[config.mk]
export PLATFORM = sky130hd
export DESIGN_NAME = fdm_coef
export DESIGN_NICKNAME = d
export VERILOG_FILES = /design/src/hw/rtl/fdm_pkg.sv /design/src/hw/rtl/fdm_coef.sv
export SDC_FILE = /design/constraint.sdc
export NUM_CORES = 2
export LEC_CHECK = 0
export ABC_AREA = 1
export BUFFER_PORTS_ARGS = -buffer_cell sky130_fd_sc_hd__buf_2
export CAP_MARGIN = 25
export CELL_PAD_IN_SITES_DETAIL_PLACEMENT = 2
export CELL_PAD_IN_SITES_GLOBAL_PLACEMENT = 2
export CORE_ASPECT_RATIO = 2
export CORE_MARGIN = 8
export CORE_UTILIZATION = 42
export CTS_CLUSTER_DIAMETER = 60
export DETAILED_ROUTE_END_ITERATION = 8
export GPL_ROUTABILITY_DRIVEN = 0
export PLACE_DENSITY = 0.93
export SYNTH_ARGS = -nofsm -noshare
export SYNTH_HDL_FRONTEND = slang
export SYNTH_SLANG_ARGS = --single-unit
[constraint.sdc]
create_clock -name clk -period 12.35 [get_ports clk]
set_input_delay 0.6175 -clock clk [delete_from_list [all_inputs] [get_ports clk]]
set_output_delay 0.6175 -clock clk [all_outputs]
set_load 0.02 [all_outputs]
[src/hw/rtl/fdm_pkg.sv]
// ----------------------------------------------------------------------------
// fdm_pkg: shared types and constants of the frame difference motion mask
// Geometry limits, register indexes, coefficient formats and the bundle that
// the coefficient unit hands to the pixel pipeline.
// ----------------------------------------------------------------------------
package fdm_pkg;

  localparam int MAX_WIDTH   = 320;
  localparam int MAX_HEIGHT  = 240;
  localparam int STORE_DEPTH = MAX_WIDTH * MAX_HEIGHT;
  localparam int POS_W       = $clog2(STORE_DEPTH);
  localparam int SIZE_W      = $clog2(STORE_DEPTH + 1);

  localparam int PIXEL_W     = 8;
  localparam int CFG_DATA_W  = 9;
  localparam int REG_IDX_W   = 3;

  localparam logic [REG_IDX_W-1:0] REG_BRIGHTNESS     = 3'd0;
  localparam logic [REG_IDX_W-1:0] REG_CONTRAST       = 3'd1;
  localparam logic [REG_IDX_W-1:0] REG_DIFF_THRESHOLD = 3'd2;
  localparam logic [REG_IDX_W-1:0] REG_FRAME_WIDTH    = 3'd3;
  localparam logic [REG_IDX_W-1:0] REG_FRAME_HEIGHT   = 3'd4;

  localparam logic [7:0] THRESHOLD_RESET = 8'd45;
  localparam logic [8:0] WIDTH_RESET     = 9'(MAX_WIDTH);
  localparam logic [7:0] HEIGHT_RESET    = 8'(MAX_HEIGHT);
  localparam logic [SIZE_W-1:0] SIZE_RESET = SIZE_W'(STORE_DEPTH);
  localparam logic [POS_W-1:0]  LAST_RESET = POS_W'(STORE_DEPTH - 1);

  // gain a is unsigned Q8.16 (plus headroom), offset b is signed Q16.16
  localparam int A_W = 24;
  localparam int B_W = 33;
  localparam int K_W = 17;
  localparam int P_W = A_W + 1 + K_W;
  localparam int MAP_W = B_W + 1;

  // restoring divider for the gain
  localparam int DIV_N_W   = 32;
  localparam int DIV_D_W   = 16;
  localparam int DIV_STEPS = DIV_N_W;
  localparam int STEP_W    = $clog2(DIV_STEPS);

  localparam logic [15:0] CONTRAST_SPAN = 16'd16320;
  localparam logic [DIV_N_W-1:0] DIV_NUM_POS = DIV_N_W'(16320 * 131072);
  localparam logic [DIV_N_W-1:0] DIV_NUM_NEG_RND = DIV_N_W'(255);
  localparam logic [DIV_D_W-1:0] DIV_DEN_NEG = DIV_D_W'(510);

  localparam logic [A_W-1:0] A_RESET = A_W'((256 * 131072 + 255) / 510);
  localparam int B_ROUND   = 64;
  localparam int MAP_ROUND = 32768;
  localparam logic [B_W-1:0] BIAS_RESET = B_W'(MAP_ROUND);

  typedef enum logic [2:0] {
    CS_IDLE,
    CS_SETUP,
    CS_DIV,
    CS_MUL,
    CS_BIAS
  } coef_state_t;

  typedef struct packed {
    logic              busy;
    logic [7:0]        threshold;
    logic [SIZE_W-1:0] size;
    logic [POS_W-1:0]  last_index;
    logic [A_W-1:0]    gain;
    logic [B_W-1:0]    bias;
  } coef_t;

endpackage

[src/hw/rtl/fdm_coef.sv]
// ----------------------------------------------------------------------------
// fdm_coef: configuration registers and coefficient unit
// Holds the registers and, after every write, derives the gain, the offset
// and the frame size with a bit-serial divider and multipliers.
// ----------------------------------------------------------------------------
module fdm_coef (
  input  logic                                clk,
  input  logic                                rst,
  input  logic                                cfg_write,
  input  logic [fdm_pkg::REG_IDX_W-1:0]       cfg_index,
  input  logic [fdm_pkg::CFG_DATA_W-1:0]      cfg_data,
  output fdm_pkg::coef_t                      coef
);

  logic [7:0] brightness;
  logic [7:0] contrast;
  logic [7:0] diff_threshold;
  logic [8:0] frame_width;
  logic [7:0] frame_height;

  fdm_pkg::coef_state_t state, state_next;
  logic busy, setup_run, div_run, mul_run, bias_run;

  logic [fdm_pkg::DIV_N_W-1:0]       div_nq;
  logic [fdm_pkg::DIV_D_W-1:0]       div_d;
  logic [fdm_pkg::DIV_D_W-1:0]       div_rem;
  logic [fdm_pkg::STEP_W-1:0]        div_step;
  logic signed [fdm_pkg::K_W-1:0]    k_r;
  logic [fdm_pkg::P_W-1:0]           addend_r;
  logic signed [fdm_pkg::P_W-1:0]    prod_b;

  logic [fdm_pkg::A_W-1:0]           gain;
  logic [fdm_pkg::B_W-1:0]           bias;
  logic [fdm_pkg::SIZE_W-1:0]        size;
  logic [fdm_pkg::POS_W-1:0]         last_index;

  logic                              contrast_pos;
  logic [13:0]                       c127;
  logic [15:0]                       den;
  logic [9:0]                        scale_neg;
  logic [8:0]                        neg_c;
  logic signed [fdm_pkg::K_W-1:0]    r128, c17, c_times, k_calc;
  logic [fdm_pkg::P_W-1:0]           addend_calc;
  logic [fdm_pkg::DIV_N_W-1:0]       num_calc;
  logic [fdm_pkg::DIV_D_W-1:0]       den_calc;
  logic [8:0]                        width_clamp;
  logic [7:0]                        height_clamp;
  logic [fdm_pkg::DIV_D_W:0]         rem_sh, rem_sub;
  logic                              rem_ge;
  logic signed [fdm_pkg::P_W-1:0]    bias_sum;

  // operands of the gain division and of the offset product, and the clamped geometry
  always_comb begin
    contrast_pos = !contrast[7] && (contrast != 8'd0);
    c127         = 14'(contrast[6:0]) * 14'd127;
    den          = fdm_pkg::CONTRAST_SPAN - 16'(c127);
    scale_neg    = 10'd256 + {contrast[7], contrast, 1'b0};
    neg_c        = 9'd0 - {contrast[7], contrast};
    r128         = $signed({{2{brightness[7]}}, brightness, 7'd0});
    c17          = $signed({{9{contrast[7]}}, contrast});
    c_times      = c17 * 17'sd127;
    if (contrast_pos) begin
      num_calc    = fdm_pkg::DIV_NUM_POS + fdm_pkg::DIV_N_W'(den);
      den_calc    = {den[fdm_pkg::DIV_D_W-2:0], 1'b0};
      k_calc      = r128 - c_times;
      addend_calc = fdm_pkg::P_W'(fdm_pkg::B_ROUND);
    end else begin
      num_calc    = fdm_pkg::DIV_N_W'({scale_neg[8:0], 17'd0}) + fdm_pkg::DIV_NUM_NEG_RND;
      den_calc    = fdm_pkg::DIV_DEN_NEG;
      k_calc      = r128;
      addend_calc = fdm_pkg::P_W'({neg_c, 23'd0}) + fdm_pkg::P_W'(fdm_pkg::B_ROUND);
    end
    if (frame_width == 9'd0) begin
      width_clamp = 9'd1;
    end else if (frame_width > 9'(fdm_pkg::MAX_WIDTH)) begin
      width_clamp = 9'(fdm_pkg::MAX_WIDTH);
    end else begin
      width_clamp = frame_width;
    end
    if (frame_height == 8'd0) begin
      height_clamp = 8'd1;
    end else if (frame_height > 8'(fdm_pkg::MAX_HEIGHT)) begin
      height_clamp = 8'(fdm_pkg::MAX_HEIGHT);
    end else begin
      height_clamp = frame_height;
    end
  end

  always_comb begin
    rem_sh   = {div_rem, div_nq[fdm_pkg::DIV_N_W-1]};
    rem_ge   = rem_sh >= {1'b0, div_d};
    rem_sub  = rem_sh - {1'b0, div_d};
    bias_sum = prod_b + $signed(addend_r);
  end

  // next state: any write restarts the sequence
  always_comb begin
    state_next = state;
    case (state)
      fdm_pkg::CS_IDLE:  state_next = fdm_pkg::CS_IDLE;
      fdm_pkg::CS_SETUP: state_next = fdm_pkg::CS_DIV;
      fdm_pkg::CS_DIV: begin
        if (div_step == fdm_pkg::STEP_W'(fdm_pkg::DIV_STEPS - 1)) begin
          state_next = fdm_pkg::CS_MUL;
        end
      end
      fdm_pkg::CS_MUL:   state_next = fdm_pkg::CS_BIAS;
      fdm_pkg::CS_BIAS:  state_next = fdm_pkg::CS_IDLE;
      default:           state_next = fdm_pkg::CS_IDLE;
    endcase
    if (cfg_write) begin
      state_next = fdm_pkg::CS_SETUP;
    end
  end

  always_comb begin
    busy      = 1'b1;
    setup_run = 1'b0;
    div_run   = 1'b0;
    mul_run   = 1'b0;
    bias_run  = 1'b0;
    case (state)
      fdm_pkg::CS_IDLE:  busy      = 1'b0;
      fdm_pkg::CS_SETUP: setup_run = 1'b1;
      fdm_pkg::CS_DIV:   div_run   = 1'b1;
      fdm_pkg::CS_MUL:   mul_run   = 1'b1;
      fdm_pkg::CS_BIAS:  bias_run  = 1'b1;
      default:           busy      = 1'b0;
    endcase
  end

  always_ff @(posedge clk) begin
    if (rst) begin
      brightness     <= 8'd0;
      contrast       <= 8'd0;
      diff_threshold <= fdm_pkg::THRESHOLD_RESET;
      frame_width    <= fdm_pkg::WIDTH_RESET;
      frame_height   <= fdm_pkg::HEIGHT_RESET;
      state          <= fdm_pkg::CS_IDLE;
      gain           <= fdm_pkg::A_RESET;
      bias           <= fdm_pkg::BIAS_RESET;
      size           <= fdm_pkg::SIZE_RESET;
      last_index     <= fdm_pkg::LAST_RESET;
    end else begin
      if (cfg_write) begin
        case (cfg_index)
          fdm_pkg::REG_BRIGHTNESS:     brightness     <= cfg_data[7:0];
          fdm_pkg::REG_CONTRAST:       contrast       <= cfg_data[7:0];
          fdm_pkg::REG_DIFF_THRESHOLD: diff_threshold <= cfg_data[7:0];
          fdm_pkg::REG_FRAME_WIDTH:    frame_width    <= cfg_data[8:0];
          fdm_pkg::REG_FRAME_HEIGHT:   frame_height   <= cfg_data[7:0];
          default: ;
        endcase
      end
      state <= state_next;
      if (setup_run) begin
        size <= fdm_pkg::SIZE_W'(17'(width_clamp) * 17'(height_clamp));
      end
      if (mul_run) begin
        last_index <= fdm_pkg::POS_W'(size - 1'b1);
      end
      if (bias_run) begin
        gain <= div_nq[fdm_pkg::A_W-1:0];
        bias <= bias_sum[fdm_pkg::B_W+6:7] + fdm_pkg::B_W'(fdm_pkg::MAP_ROUND);
      end
    end
  end

  // divider and offset datapath, one quotient bit per cycle
  always_ff @(posedge clk) begin
    if (setup_run) begin
      div_nq   <= num_calc;
      div_d    <= den_calc;
      div_rem  <= '0;
      div_step <= '0;
      k_r      <= k_calc;
      addend_r <= addend_calc;
    end
    if (div_run) begin
      div_rem  <= rem_ge ? rem_sub[fdm_pkg::DIV_D_W-1:0] : rem_sh[fdm_pkg::DIV_D_W-1:0];
      div_nq   <= {div_nq[fdm_pkg::DIV_N_W-2:0], rem_ge};
      div_step <= div_step + 1'b1;
    end
    if (mul_run) begin
      prod_b <= $signed({1'b0, div_nq[fdm_pkg::A_W-1:0]}) * k_r;
    end
  end

  always_comb begin
    coef.busy       = busy;
    coef.threshold  = diff_threshold;
    coef.size       = size;
    coef.last_index = last_index;
    coef.gain       = gain;
    coef.bias       = bias;
  end

endmodule

# ---- After elaboration in Yosys (flattened, before gate mapping)
# Index checks and enable logic that the tools add are counted.
dict set report classes {
  addsub 12
  multipliers 4
  order_cmp 3
  n_eq_ne 11
  n_mux 21
  reduce_logical 14
}
# op n
set op_table {}
lappend op_table {{two-way mux 32 bit} 3}
lappend op_table {{two-way mux 16 bit} 3}
lappend op_table {{adder 40 x 34 -> 40 bit} 1}
lappend op_table {{multiplier 25 x 17 -> 40 bit} 1}
lappend op_table {{adder 32 x 7 -> 33 bit, second input constant} 1}
lappend op_table {{adder 33 x 16 -> 33 bit, second input constant} 1}
lappend op_table {{adder 31 x 16 -> 32 bit, first input constant} 1}
lappend op_table {{adder 26 x 8 -> 27 bit, second input constant} 1}
lappend op_table {{two-way mux 9 bit} 2}
lappend op_table {{>= comparator 17 x 16 -> 1 bit} 1}
lappend op_table {{multiplier 9 x 8 -> 17 bit} 1}
lappend op_table {{two-way mux 17 bit} 1}
lappend op_table {{subtractor 15 x 16 -> 17 bit} 1}
lappend op_table {{subtractor 17 x 1 -> 17 bit, second input constant} 1}
lappend op_table {{multiplier 8 x 8 -> 16 bit, second input constant} 1}
lappend op_table {{two-way mux 8 bit} 2}
lappend op_table {{subtractor 16 bit} 1}
lappend op_table {{subtractor 14 x 14 -> 15 bit, first input constant} 1}
lappend op_table {{multiplier 7 x 7 -> 14 bit, second input constant} 1}
lappend op_table {{equality test 3 x 2 -> 1 bit, second input constant} 4}
lappend op_table {{two-way mux 5 bit} 2}
lappend op_table {{AND reduction 2 bit} 5}
lappend op_table {{adder 9 bit, first input constant} 1}
lappend op_table {{> comparator 9 bit, second input constant} 1}
lappend op_table {{other kinds (20)} 27}
dict set report word_totals {
  regBits 294
  inputBits 15
  out_inout_bits 100
}

# ---- Logic depth before layout (Yosys ltp)
dict set report logic_depth {
  word_depth 6
  depth_mapped 27
  ltp_nobuf 26
}

# ---- Least setup slack after synthesis
# OpenSTA, ideal clock, no wires.
dict set report synth_timing {
  kind {reg2reg}
  startpoint {register div_nq[8] in the netlist's numbering}
  endpoint {register prod_b[35] in the netlist's numbering (data pin)}
  t_arrival_ps 5586
  setup_slack_ps 6506
  path_stages_with_launch 23
  path_buffers 2
  period_less_slack_ps 5844
  path_cell_list {edfxtp_1 -> clkbuf_1 -> clkbuf_1 -> nand2_1 -> fa_1 -> inv_1 -> fa_1 -> fa_1 -> fa_1 -> fa_1 -> inv_1 -> fa_1 -> inv_1 -> ha_1 -> nand2_1 -> nor2_1 -> inv_1 -> nor2_1 -> and3_1 -> a21oi_1 -> o21ai_0 -> a21oi_1 -> xnor2_1}
}
dict set report synth_between {
  elab_chain_cells 1
}
# item line_no
set synth_lines {}
lappend synth_lines {{start, declared} fdm_coef.sv:24} ;# logic [fdm_pkg::DIV_N_W-1:0] div_nq;
lappend synth_lines {{start signal, assigned} fdm_coef.sv:172} ;# div_nq <= num_calc;
lappend synth_lines {{start signal, assigned} fdm_coef.sv:181} ;# div_nq <= {div_nq[fdm_pkg::DIV_N_W-2:0], rem_ge};
lappend synth_lines {{multiplier 25 x 17 -> 40 bit} fdm_coef.sv:185} ;# prod_b <= $signed({1'b0, div_nq[fdm_pkg::A_W-1:0]}) * k_r;
lappend synth_lines {{end signal, assigned} fdm_coef.sv:185}
lappend synth_lines {{end, declared} fdm_coef.sv:30} ;# logic signed [fdm_pkg::P_W-1:0] prod_b;
# No other way between the ends.
# A chain may end at the register's enable or synchronous reset.

# ---- Worst setup path in the final report
dict set report layout_timing {
  startpoint {register k_r[13] in the netlist's numbering}
  endpoint {register prod_b[35] in the netlist's numbering (data pin)}
}
dict set report layout_between {
  elab_chain_cells 1
}
# item line_no
set layout_lines {}
lappend layout_lines {{start, declared} fdm_coef.sv:28} ;# logic signed [fdm_pkg::K_W-1:0] k_r;
lappend layout_lines {{start signal, assigned} fdm_coef.sv:176} ;# k_r <= k_calc;
lappend layout_lines {{multiplier 25 x 17 -> 40 bit} fdm_coef.sv:185}
# No other way between the ends.

==> summary.txt <==
Status
  • Status: finished, violations left
  • Failing checks: design-rule violations

Logic synthesis
  • Yosys warns: 0
  • Post-synth EDFFs: 128
  • Top_reg_cell synth: dfxtp_1
  • Synthesized flop and latch total: 263
  • Post-Syn Instances: 4,044
  • Avg Inst Size Synth: 7.87 µm²
  • Share of the yosys chip area belonging to registers: 0.206
  • Ys async rst share: 0
  • Netlist cell types: 52
  • Yosys top cell by area: fa_1
  • Synth top area share: 0.265
  • Syn nets: 4,761
  • Cell Area, Synth: 0.0318 mm²
  • Synth area leaders: fa_1, edfxtp_1, inv_1

Setup path
  • CP required: 12.70 ns
  • Worst-path cell chain: nand2_1 > fa_1 > inv_1 > fa_1 > inv_1 > fa_1 > inv_1 > fa_1 > fa_1 > inv_1 > fa_1 > inv_1 > ha_1 > nand2_1 > nor2_1 > nor2_1 > o21ai_0 > inv_1 > nand2_1 > a21oi_1 > o21ai_0 > a21oi_1 > xnor2_1
  • Worst Setup End Kind: flip-flop
  • Crit-path max FO: 24
  • CP Data Arrival Time: 10.27 ns
  • CP max stage delay: 1.19 ns
  • CP Launch Type: flip-flop
  • CP max stage cell: edfxtp_1
  • Reg2Reg Setup Slack: 2.43 ns
  • CP top delay family: adder cells
  • Critical path class: reg2reg
  • Buf+Inv Stages, Crit Path: 6

Floorplan
  • Std cell rows: 143
  • Initial core utilization: 0.422
  • Die area: 0.0854 mm²
  • Die W: 211 µm
  • Top Ports: 115
  • Die H: 405 µm
  • Core Region: 0.0755 mm²

Clocking
  • Max clock buf depth: 3
  • Total number of H-tree levels: 2
  • CTS tree: done
  • Total CTS buffers: 34
  • Post-CTS Setup Bufs: 0
  • CTS resizes: 0
  • Cts hold-fix bufs: 0
  • Number of clock sinks: 263
  • Clk_lat worst skew: 0.61 ns
  • Worst-path clk slew: 0.07 ns
  • Root Buffer: clkbuf_16

Cells and area
  • Area grow syn2layout: 9.30%
  • Fill count: 8,545
  • Nets@finish: 4,815
  • Share of layout cells above drive strength 1: 0.0662

GRT
  • Pin count of the biggest net entering global routing: 80
  • GRT overflow: 0
  • Initial antenna violation count: 25
  • First-pass GRT wire length: 280,000 µm
  • Vias in the first global route: 37,500
  • Gr usage total: 0.463

Timing
  • Pins Over Slew Limit: 0
  • Minimum clock period after layout: 9.92 ns
  • Fin crit share: 0.803
  • Sum Neg Setup Slack: 0 ns
  • RSZ-0062 raised after global routing: false
  • Max transition margin: 0.152
  • Max Clock Freq: 101 MHz
  • Worst-margin pin slew: 1.27 ns
  • Skew final: 0.0262 ns
  • Final setup fails: 0
  • Final Hold Fails: 0

Place
  • Hpwl dp: 124,000 µm
  • Buffers added on ports: 114

Routing
  • Final WL: 207,000 µm
  • Iter 0 DRT Violations: 3,921
  • Pre-antenna DRT Iters: 9
  • # DRC: 48
  • WL/cell: 40.3 µm
  • Vias: 33,200
  • DR vias/cell: 6.44
  • Final ANT Viol Nets: 0

Hold path
  • Worst hold path class: in2reg

Flow run
  • Max-cap violations: 0
==> worst reg2reg max path, stage by stage (launching register included) <==
cell and delay, ns:
edfxtp_1 1.19, nand2_1 0.73, fa_1 1.09, inv_1 0.19, fa_1 0.48, inv_1 0.33, fa_1 0.32, inv_1 0.14
fa_1 0.48, fa_1 0.67, inv_1 0.22, fa_1 0.63, inv_1 0.25, ha_1 0.36, nand2_1 0.20, nor2_1 0.10
nor2_1 0.40, o21ai_0 0.24, inv_1 0.13, nand2_1 0.12, a21oi_1 0.49, o21ai_0 0.32, a21oi_1 0.31, xnor2_1 0.29
==> sequential cells by signal, summed over array words and instances, names as in the netlist, 9 cells and up <==
| signal | count |
|---|---|
| prod_b | 34 |
| bias | 33 |
| div_nq | 32 |
| gain | 24 |
| k_r | 17 |
| last_index | 17 |
| size | 17 |
| div_rem | 16 |
| div_d | 15 |
| addend_r | 9 |
| frame_width | 9 |
==> synth_stat cells (3+ instances only) <==
master     number
clkinv_1        3
dfxtp_1       135
o21ai_0       208
xnor2_1        39
o31ai_1         3
inv_1         966
xor2_1         69
nand4_1        20
o211ai_1       10
nand2_2        15
nor4_1          6
or2_2          13
a21o_1         11
nor2_4          6
a31oi_1        17
nand2_1       863
o21bai_1       12
fa_1          422
buf_1          15
a211oi_1        4
o21ai_1         3
nor2_1        324
edfxtp_1      128
o21a_1          4
ha_1          280
a21oi_1       189
o2111ai_1       3
nand3_2         4
o221ai_1        4
nor3_1         22
clkbuf_1      116
nand3_1        94
nor2_2         10
==> cell usage in the layout, fill, tap and decap left out, types with 10 or more instances in the layout <==
cell | netlist | layout
inv_1 | 966 | 965
nand2_1 | 863 | 862
fa_1 | 422 | 422
nor2_1 | 324 | 321
ha_1 | 280 | 280
o21ai_0 | 208 | 208
a21oi_1 | 189 | 189
dfxtp_1 | 135 | 135
edfxtp_1 | 128 | 128
buf_2 | 2 | 114
nand3_1 | 94 | 94
xor2_1 | 69 | 69
xnor2_1 | 39 | 39
clkbuf_16 | 0 | 35
buf_4 | 1 | 28
nor3_1 | 22 | 21
nand4_1 | 20 | 20
a31oi_1 | 17 | 17
nand2_2 | 15 | 16
or2_2 | 13 | 13
o21bai_1 | 12 | 12
nor2_2 | 10 | 11
a21o_1 | 11 | 11
o211ai_1 | 10 | 10
==> stage by stage <==
stage / util / hold slack, ns / cell area, µm² / cells / setup WS (ns)
5_1_grt: 0.460 / 0.292 / 34800 / 5139 / 2.77
2_1_floorplan: - / 0.439 / 31800 / 4044 / 6.51
4_1_cts: 0.457 / 0.243 / 34500 / 5127 / 4.25
3_5_place_dp: 0.442 / 0.444 / 33400 / 5065 / 4.73
3_3_place_gp: 0.442 / 0.440 / 33400 / 5065 / 5.61
6_report: 0.461 / 0.263 / 34800 / 5147 / 2.43
==> kinds of logic after synthesis <==
logic type	after synthesis	synth area share
AND/OR/NAND/NOR	1384	0.176
flip-flops	263	0.206
XOR/XNOR	108	0.0297
buffers and inverters	1106	0.131
adder cells (fa/ha/maj)	702	0.376
AO/OA/AOI/OAI	481	0.0819
==> layout make-up <==
cell class                      instances  area [µm²]  area share
Clock buffer                           43         936      0.0269
Multi-Input combinational cell       2675       21100       0.608
Tap cell                             1015        1270      0.0365
Inverter                              971        3640       0.105
Clock inverter                         19         186     0.00536
Sequential cell                       263        6550       0.188
Antenna cell                            8        20.0    0.000576
Timing Repair Buffer                  153        1040      0.0298
==> final timing paths <==
| check | from | to | cells past startpoint |
|---|---|---|---|
| worst max-delay path | k_r[13]$_DFFE_PP_ | prod_b[35]$_DFFE_PP_ | 23 |
| worst min register to register | last_index[11]$_SDFFE_PP1P_ | last_index[11]$_SDFFE_PP1P_ | 2 |
| worst max register to register | k_r[13]$_DFFE_PP_ | prod_b[35]$_DFFE_PP_ | 23 |
| worst min-delay path | cfg_write | state[2]$_SDFFE_PP0P_ | 2 |
==> per-layer routing <==
| layer | routed length, µm | global-route usage | up-vias |
|---|---|---|---|
| li1 | - | - | 12300 |
| met5 | 819 | 0.0557 | - |
| met4 | 25900 | 0.425 | 44 |
| met3 | 24200 | 0.208 | 1548 |
| met2 | 93400 | 0.742 | 2832 |
| met1 | 63000 | 0.436 | 16400 |
Power is not shown: default switching activity piles up to over one toggle a cycle in this logic, so the estimate is an artifact.
